`config.mk`:
```
export PLATFORM = sky130hd
export DESIGN_NAME = segment_offset_translator_flat
export DESIGN_NICKNAME = d
export VERILOG_FILES = /design/src/rtl/sot_pkg.sv /design/src/rtl/sot_if.sv /design/src/rtl/sot_alu.sv /design/src/rtl/sot_table.sv /design/src/rtl/segment_offset_translator.sv /design/src/flat_wrapper.sv
export VERILOG_INCLUDE_DIRS = /design/src /design/src/rtl
export SDC_FILE = /design/constraint.sdc
export NUM_CORES = 2
export LEC_CHECK = 0
export CORE_UTILIZATION = 35
export CTS_BUF_LIST = sky130_fd_sc_hd__clkbuf_8
export DETAILED_ROUTE_END_ITERATION = 10
export DONT_BUFFER_PORTS = 1
export SLEW_MARGIN = 10
export SYNTH_ARGS = -nofsm -noshare
export SYNTH_HDL_FRONTEND = slang
export SYNTH_SLANG_ARGS = --single-unit
```
`constraint.sdc`:
```
create_clock -name clk -period 6 [get_ports clk]
set_input_delay 0.9 -clock clk [delete_from_list [all_inputs] [get_ports clk]]
set_output_delay 0.9 -clock clk [all_outputs]
set_load 0.02 [all_outputs]
```
`src/rtl/assert_macros.svh`:
```
// Assertion macros shared by the segment offset translator RTL.
`ifndef ASSERT_MACROS_SVH
`define ASSERT_MACROS_SVH
`ifndef NO_ASSERTIONS
`define SOT_ASSERT(lbl, clk, rst, prop) \
  lbl: assert property (@(posedge clk) disable iff (rst) prop) \
    else $error("sot assertion failed");
`define SOT_ASSERT_NEVER(lbl, clk, rst, cond) \
  lbl: assert property (@(posedge clk) disable iff (rst) !(cond)) \
    else $error("sot forbidden condition seen");
`else
`define SOT_ASSERT(lbl, clk, rst, prop)
`define SOT_ASSERT_NEVER(lbl, clk, rst, cond)
`endif
`endif

```
`src/rtl/sot_pkg.sv`:
```
// Types and constants shared by the segment offset translator.
`timescale 1ns / 1ps
package sot_pkg;

  localparam int SOT_MAX_SEGMENTS = 64;

  localparam logic [1:0] OP_CLEAR  = 2'd0;
  localparam logic [1:0] OP_APPEND = 2'd1;
  localparam logic [1:0] OP_PATCH  = 2'd2;

  localparam logic [1:0] ST_ACCEPTED = 2'd0;
  localparam logic [1:0] ST_WRITE    = 2'd1;
  localparam logic [1:0] ST_OUTSIDE  = 2'd2;
  localparam logic [1:0] ST_FULL     = 2'd3;

  typedef struct packed {
    logic [31:0] base;
    logic [31:0] length;
  } seg_entry_t;

  typedef enum logic {
    ALU_SUB,
    ALU_ADD
  } alu_op_t;

  typedef struct packed {
    alu_op_t     op;
    logic [31:0] a;
    logic [31:0] b;
  } alu_req_t;

  typedef struct packed {
    logic [31:0] result;
    logic        borrow;
  } alu_rsp_t;

endpackage

```
`src/rtl/sot_if.sv`:
```
// Request and response channel interfaces of the segment offset translator.
`timescale 1ns / 1ps
interface sot_req_if;
  logic        valid;
  logic        ready;
  logic [1:0]  opcode;
  logic [31:0] seg_base_in;
  logic [31:0] seg_length_in;
  logic [31:0] flat_offset;
  logic [7:0]  patch_byte;

  modport source (
    output valid, opcode, seg_base_in, seg_length_in, flat_offset, patch_byte,
    input  ready
  );
  modport sink (
    input  valid, opcode, seg_base_in, seg_length_in, flat_offset, patch_byte,
    output ready
  );
endinterface

interface sot_rsp_if;
  logic        valid;
  logic        ready;
  logic [1:0]  status;
  logic [31:0] write_address;
  logic [7:0]  write_byte;

  modport source (
    output valid, status, write_address, write_byte,
    input  ready
  );
  modport sink (
    input  valid, status, write_address, write_byte,
    output ready
  );
endinterface

```
`src/rtl/sot_alu.sv`:
```
// Shared subtract and add unit used by the segment walk.
`timescale 1ns / 1ps
module sot_alu (
  input  sot_pkg::alu_req_t req,
  output sot_pkg::alu_rsp_t rsp
);
  import sot_pkg::*;

  logic [32:0] diff;

  assign diff = {1'b0, req.a} - {1'b0, req.b};

  always_comb begin
    case (req.op)
      ALU_ADD: begin
        rsp.result = req.a + req.b;
        rsp.borrow = 1'b0;
      end
      default: begin
        rsp.result = diff[31:0];
        rsp.borrow = diff[32];
      end
    endcase
  end

endmodule

```
`src/rtl/sot_table.sv`:
```
// Segment table memory with one write port and one registered read port.
`timescale 1ns / 1ps
module sot_table #(
  parameter int DEPTH = sot_pkg::SOT_MAX_SEGMENTS,
  parameter int IDX_W = (DEPTH > 1) ? $clog2(DEPTH) : 1
) (
  input  logic                clk,
  input  logic                wr_en,
  input  logic [IDX_W-1:0]    wr_idx,
  input  sot_pkg::seg_entry_t wr_data,
  input  logic [IDX_W-1:0]    rd_idx,
  output sot_pkg::seg_entry_t rd_data
);
  import sot_pkg::*;

  seg_entry_t mem [DEPTH];

  always_ff @(posedge clk) begin
    if (wr_en) begin
      mem[wr_idx] <= wr_data;
    end
  end

  always_ff @(posedge clk) begin
    rd_data <= mem[rd_idx];
  end

endmodule

```
`src/rtl/segment_offset_translator.sv`:
```
// Top level of the segment offset translator: request sequencer and response register.
// Each request beat gives exactly one response beat. Clear, append and the unused
// opcode go from idle straight to the response state. A patch walks the table
// segment by segment through the fetch and test states, since the single table read
// port and the one shared subtractor handle one entry at a time; a hit then passes
// the address state, while a miss or an empty table goes to the response state. The
// request side is ready only between requests; a finished response waits in the
// output register while the next request is accepted.
`timescale 1ns / 1ps
`include "assert_macros.svh"
module segment_offset_translator #(
  parameter int MAX_SEGMENTS = sot_pkg::SOT_MAX_SEGMENTS
) (
  input logic       clk,
  input logic       rst,
  sot_req_if.sink   req,
  sot_rsp_if.source rsp
);
  import sot_pkg::*;

  localparam int IDX_W = (MAX_SEGMENTS > 1) ? $clog2(MAX_SEGMENTS) : 1;
  localparam int CNT_W = $clog2(MAX_SEGMENTS + 1);

  typedef enum logic [4:0] {
    S_IDLE  = 5'b00001,
    S_FETCH = 5'b00010,
    S_TEST  = 5'b00100,
    S_ADDR  = 5'b01000,
    S_RESP  = 5'b10000
  } state_t;

  state_t            state;
  state_t            state_next;
  logic [CNT_W-1:0]  count;
  logic [IDX_W-1:0]  idx;
  logic [31:0]       rem;
  logic [1:0]        pend_status;
  logic [31:0]       pend_addr;
  logic [7:0]        pend_byte;
  logic              out_valid;
  logic [1:0]        out_status;
  logic [31:0]       out_addr;
  logic [7:0]        out_byte;

  logic              accept;
  logic              full;
  logic              last;
  logic              slot_free;
  logic              wr_en;
  seg_entry_t        wr_data;
  seg_entry_t        rd_data;
  alu_req_t          alu_req;
  alu_rsp_t          alu_rsp;

  assign accept    = req.valid && req.ready;
  assign full      = (count == CNT_W'(MAX_SEGMENTS));
  assign last      = ((CNT_W'(idx) + CNT_W'(1)) == count);
  assign slot_free = !out_valid || rsp.ready;
  assign wr_en     = accept && (req.opcode == OP_APPEND) && !full;
  assign wr_data   = '{base: req.seg_base_in, length: req.seg_length_in};

  sot_table #(
    .DEPTH (MAX_SEGMENTS),
    .IDX_W (IDX_W)
  ) u_table (
    .clk     (clk),
    .wr_en   (wr_en),
    .wr_idx  (count[IDX_W-1:0]),
    .wr_data (wr_data),
    .rd_idx  (idx),
    .rd_data (rd_data)
  );

  always_comb begin
    if (state == S_ADDR) begin
      alu_req = '{op: ALU_ADD, a: rd_data.base, b: rem};
    end else begin
      alu_req = '{op: ALU_SUB, a: rem, b: rd_data.length};
    end
  end

  sot_alu u_alu (
    .req (alu_req),
    .rsp (alu_rsp)
  );

  always_comb begin
    state_next = state;
    unique case (state)
      S_IDLE: begin
        if (req.valid) begin
          if (req.opcode == OP_PATCH && count != '0) begin
            state_next = S_FETCH;
          end else begin
            state_next = S_RESP;
          end
        end
      end
      S_FETCH: state_next = S_TEST;
      S_TEST: begin
        if (alu_rsp.borrow) begin
          state_next = S_ADDR;
        end else if (last) begin
          state_next = S_RESP;
        end else begin
          state_next = S_FETCH;
        end
      end
      S_ADDR: state_next = S_RESP;
      S_RESP: begin
        if (slot_free) begin
          state_next = S_IDLE;
        end
      end
      default: state_next = S_IDLE;
    endcase
  end

  always_ff @(posedge clk) begin
    if (rst) begin
      state     <= S_IDLE;
      count     <= '0;
      out_valid <= 1'b0;
    end else begin
      state <= state_next;
      if (accept && req.opcode == OP_CLEAR) begin
        count <= '0;
      end else if (wr_en) begin
        count <= count + CNT_W'(1);
      end
      if (state == S_RESP && slot_free) begin
        out_valid <= 1'b1;
      end else if (rsp.ready) begin
        out_valid <= 1'b0;
      end
    end
  end

  always_ff @(posedge clk) begin
    unique case (state)
      S_IDLE: begin
        rem       <= req.flat_offset;
        pend_byte <= req.patch_byte;
        idx       <= '0;
        case (req.opcode)
          OP_APPEND: pend_status <= full ? ST_FULL : ST_ACCEPTED;
          OP_PATCH:  pend_status <= ST_OUTSIDE;
          default:   pend_status <= ST_ACCEPTED;
        endcase
      end
      S_TEST: begin
        if (!alu_rsp.borrow) begin
          rem <= alu_rsp.result;
          if (!last) begin
            idx <= idx + IDX_W'(1);
          end
        end
      end
      S_ADDR: begin
        pend_addr   <= alu_rsp.result;
        pend_status <= ST_WRITE;
      end
      S_RESP: begin
        if (slot_free) begin
          out_status <= pend_status;
          out_addr   <= (pend_status == ST_WRITE) ? pend_addr : '0;
          out_byte   <= (pend_status == ST_WRITE) ? pend_byte : '0;
        end
      end
      default: begin
      end
    endcase
  end

  assign req.ready         = (state == S_IDLE);
  assign rsp.valid         = out_valid;
  assign rsp.status        = out_status;
  assign rsp.write_address = out_addr;
  assign rsp.write_byte    = out_byte;

  `SOT_ASSERT_NEVER(a_count_bound, clk, rst, count > CNT_W'(MAX_SEGMENTS))
  `SOT_ASSERT(a_busy_after_accept, clk, rst, accept |=> !req.ready)
  `SOT_ASSERT(a_walk_in_table, clk, rst, (state == S_TEST) |-> (CNT_W'(idx) < count))
  `SOT_ASSERT(a_resp_loads_slot, clk, rst, (state == S_RESP && slot_free) |=> out_valid)

endmodule

```
`src/flat_wrapper.sv`:
```
// flat-port wrapper written by rule: the top's interface ports become plain ports
module segment_offset_translator_flat import sot_pkg::*;
#(
  parameter int MAX_SEGMENTS = sot_pkg::SOT_MAX_SEGMENTS
)
  (clk, rst, req_valid, req_opcode, req_seg_base_in, req_seg_length_in, req_flat_offset, req_patch_byte, req_ready, rsp_valid, rsp_status, rsp_write_address, rsp_write_byte, rsp_ready);
  sot_req_if req_i ();
  sot_rsp_if rsp_i ();
  input logic clk;
  input logic rst;
  input wire logic [$bits(req_i.valid)-1:0] req_valid;
  input wire logic [$bits(req_i.opcode)-1:0] req_opcode;
  input wire logic [$bits(req_i.seg_base_in)-1:0] req_seg_base_in;
  input wire logic [$bits(req_i.seg_length_in)-1:0] req_seg_length_in;
  input wire logic [$bits(req_i.flat_offset)-1:0] req_flat_offset;
  input wire logic [$bits(req_i.patch_byte)-1:0] req_patch_byte;
  output wire logic [$bits(req_i.ready)-1:0] req_ready;
  output wire logic [$bits(rsp_i.valid)-1:0] rsp_valid;
  output wire logic [$bits(rsp_i.status)-1:0] rsp_status;
  output wire logic [$bits(rsp_i.write_address)-1:0] rsp_write_address;
  output wire logic [$bits(rsp_i.write_byte)-1:0] rsp_write_byte;
  input wire logic [$bits(rsp_i.ready)-1:0] rsp_ready;
  assign req_i.valid = req_valid;
  assign req_i.opcode = req_opcode;
  assign req_i.seg_base_in = req_seg_base_in;
  assign req_i.seg_length_in = req_seg_length_in;
  assign req_i.flat_offset = req_flat_offset;
  assign req_i.patch_byte = req_patch_byte;
  assign req_ready = req_i.ready;
  assign rsp_valid = rsp_i.valid;
  assign rsp_status = rsp_i.status;
  assign rsp_write_address = rsp_i.write_address;
  assign rsp_write_byte = rsp_i.write_byte;
  assign rsp_i.ready = rsp_ready;
  segment_offset_translator #(.MAX_SEGMENTS(MAX_SEGMENTS)) u_core (.clk(clk), .rst(rst), .req(req_i), .rsp(rsp_i));
endmodule
```
==> impl_metrics.env <==
export IMPL_cts_tree="done"
export IMPL_num_io_pins=154
export IMPL_finalHoldViolCount=0
export IMPL_fmax_ghz=0.203
export IMPL_viasPerCell=5.48
export IMPL_dieArea_sq_mm=0.477
export IMPL_syn_cell_area_sq_mm=0.166
export IMPL_synthCells=7029
export IMPL_io_buffers=0
export IMPL_first_iter_violations=10457
export IMPL_postSynthAreaPerCell_sq_um=23.6
export IMPL_layout_drive_gt1_share_pct=30.8
export IMPL_cts_root_buf="clkbuf_8"
export IMPL_async_flop_share_pct=0
export IMPL_firstDrtPassIters=7
export IMPL_status="complete, but fails checks"
export IMPL_irDropWorstVdd_uv=259
export IMPL_clockBufferDepth=4
export IMPL_cellLeakagePower_nw=58.6
export IMPL_ys_top_cells_by_area="edfxtp_1, mux4_2, dfxtp_1, nand2_1, ha_1"
export IMPL_rows=252
export IMPL_area_growth_pct=14.7
export IMPL_seqPwrFrac_pct=53.6
export IMPL_vias=79446
export IMPL_report_final_slew_viol_count=0
export IMPL_ys_ff_latch=4295
export IMPL_netlist_area_leader_share_pct=76.4
export IMPL_crit_type="reg -> reg"
export IMPL_period_needed_ns=4.92
export IMPL_finalSetupTns_ns=0
export IMPL_start_util_pct=35.2
export IMPL_synth_main_ff_cell="edfxtp_1"
export IMPL_clkSinkCount=4295
export IMPL_grt_util_all_layers_pct=18.3
export IMPL_worst_slew_pin_slew_ns=1.10
export IMPL_hold_path_class="in -> reg"
export IMPL_coreArea_sq_mm=0.471
export IMPL_cp_start_kind="register"
export IMPL_skew_ns=0.144
export IMPL_p_int_w=0.0470
export IMPL_setup_ws_ns=1.08
export IMPL_use_met1_pct=25.9
export IMPL_fin_nets=7896
export IMPL_violations="antenna violations"
export IMPL_dp_hpwl_microns=240000
export IMPL_utilization_pct=40.3
export IMPL_grt_start_max_net_pins=127
export IMPL_clkPwrFrac_pct=36.5
export IMPL_ys_seq_area_share_pct=77.3
export IMPL_worstPathArrival_ns=5.73
export IMPL_crit_required_ns=6.81
export IMPL_grt_pass1_wl_microns=627000
export IMPL_yosys_cell_count_top_type="edfxtp_1"
export IMPL_yosysWarnings=0
export IMPL_grt_busiest_layer="met2"
export IMPL_pwr_share_comb_pct=10.0
export IMPL_routedWlPerCell_microns=30.7
export IMPL_whs_path_depth=1
export IMPL_cts_buffers=673
export IMPL_cp_end_kind="register"
export IMPL_place_gp_congestion=0.833
export IMPL_yosysTopAreaCell="edfxtp_1"
export IMPL_setup_violations=0
export IMPL_ant_nets=1
export IMPL_synthTopCellsByCount="edfxtp_1, mux4_2, nand2_1"
export IMPL_dieHeight_microns=690
export IMPL_rsz0062_at_grt="false"
export IMPL_synth_edff_count=4218
export IMPL_use_met3_pct=4.22
export IMPL_rr_worst_depth=8
export IMPL_relSlewSlack_pct=26.4
export IMPL_netlist_cell_type_count=71
export IMPL_drc=0
export IMPL_clkLatencyLatePin_ns=1.27
export IMPL_syn_num_nets=7210
export IMPL_antenna_found_initial=60
export IMPL_die_w_microns=690
export IMPL_place_ws_ns=1.20
export IMPL_power_density_mw_per_mm2=329
export IMPL_grt_pass1_vias=81302
export IMPL_p_sw_w=0.0155
export IMPL_htreeDepth=6
export IMPL_clk_pin_slew_ns=0.06
export IMPL_crit_path_max_fanout=30
export IMPL_swShare_pct=24.8
export IMPL_post_route_period_util_pct=81.9
export IMPL_cap_violations=0
export IMPL_routed_wl_microns=446000
export IMPL_grt_overflow=0
export IMPL_grtUsageMet2_pct=29.0
cell families after synthesis:
family / share of synthesized area (%)
xor+xnor: 0.322
buf+inv: 1.09
fa+ha+maj: 0.545
simple gates: 1.51
flops: 77.3
compound gates: 0.928
mux: 18.3
cells in the final DEF (no fill, tap or decap), types with 11 or more instances in the layout:
cell type and n:
buf_12 73, nand3_1 20, ha_1 69, dlygate4sd3_1 103
nor3_1 12, diode_2 45, clkbuf_8 701, a21oi_1 69
nor4_1 16, nor2_1 85, buf_4 137, and2_1 45
inv_6 14, edfxtp_1 4218, nand2_1 277, inv_1 297
o21ai_1 15, clkinvlp_4 18, nand4_1 11, o21ai_0 44
clkinv_1 142, a211oi_1 13, o211ai_1 11, a21o_1 12
buf_16 63, nor2_4 64, xnor2_1 51, clkinv_2 63
dfxtp_1 77, mux4_2 1344
final timing paths:
path / from / endpoint / slack, ns
worst max-delay path: u_core.count[3] / u_core.u_table.mem[14][34] / 1.08
worst max register to register: u_core.count[3] / u_core.u_table.mem[14][34] / 1.08
worst min register to register: u_core.state[0] / u_core.state[2] / 0.51
worst min-delay path: req_seg_length_in[29] / u_core.u_table.mem[53][29] / 0.12
critical path, cell delays in order (launching register included):
cell and delay, ns:
dfxtp_1 0.55, or3_1 0.71, nor3b_1 0.30, nand2_1 0.13
nand4_1 0.37, nor2_1 0.45, nand2_1 0.58, nor2_4 0.93
buf_12 0.36
metrics by stage:
step                instances  total power [W]  hold WS (ns)  area (sq um)
CTS                     14463           0.0630       0.00868        190000
global placement        13095           0.0397         0.471        175000
finish                  14508           0.0625         0.123        190000
global route            14472           0.0646        0.0546        190000
floorplan                7029           0.0376         0.418        166000
detailed placement      13096           0.0397         0.493        175000
timing repair:
| item | in CTS | in global routing |
|---|---|---|
| buffers inserted | 0 | 0 |
| hold buffers | 167 | 0 |
| resized for setup | 0 | 0 |
| hold endpoints to repair | 4149 | 0 |
power by group through the flow:
stage | clock (W) | sequential (W) | combinational, W
6_report | 0.0228 | 0.0335 | 0.00622
3_3_place_gp | 0 | 0.0341 | 0.00558
4_1_cts | 0.0233 | 0.0335 | 0.00624
2_1_floorplan | 0 | 0.0339 | 0.00379
5_1_grt | 0.0245 | 0.0335 | 0.00660
3_5_place_dp | 0 | 0.0341 | 0.00559
cell type report:
| type | instances | area [sq um] |
|---|---|---|
| Timing Repair Buffer | 376 | 5260 |
| Antenna cell | 45 | 113 |
| Multi-Input combinational cell | 2297 | 36300 |
| Tap cell | 6223 | 7790 |
| Clock buffer | 701 | 9650 |
| Clock inverter | 499 | 2550 |
| Sequential cell | 4295 | 128000 |
| Fill cell | 40881 | 281000 |
| Inverter | 72 | 275 |
per-layer routing:
layer | part of all wire [%] | vias to the layer above
li1 | - | 31517
met3 | 9.0 | 629
met4 | 2.0 | 34
met5 | 0.049 | -
met2 | 47 | 3766
met1 | 42 | 43500
flip-flops by register name, indices dropped and copies added, names as in the netlist:
name                      count
u_core.pend_byte              8
u_core.pend_addr             32
u_core.rsp.valid              1
u_core.rsp.write_address     32
u_core.u_table.mem         4096
u_core.rsp.status             2
u_core.rsp.write_byte         8
u_core.pend_status            2
u_core.count                  7
u_core.idx                    6
u_core.u_table.rd_data       64
u_core.rem                   32
u_core.state                  5
Power figures use the tool's default switching activity.
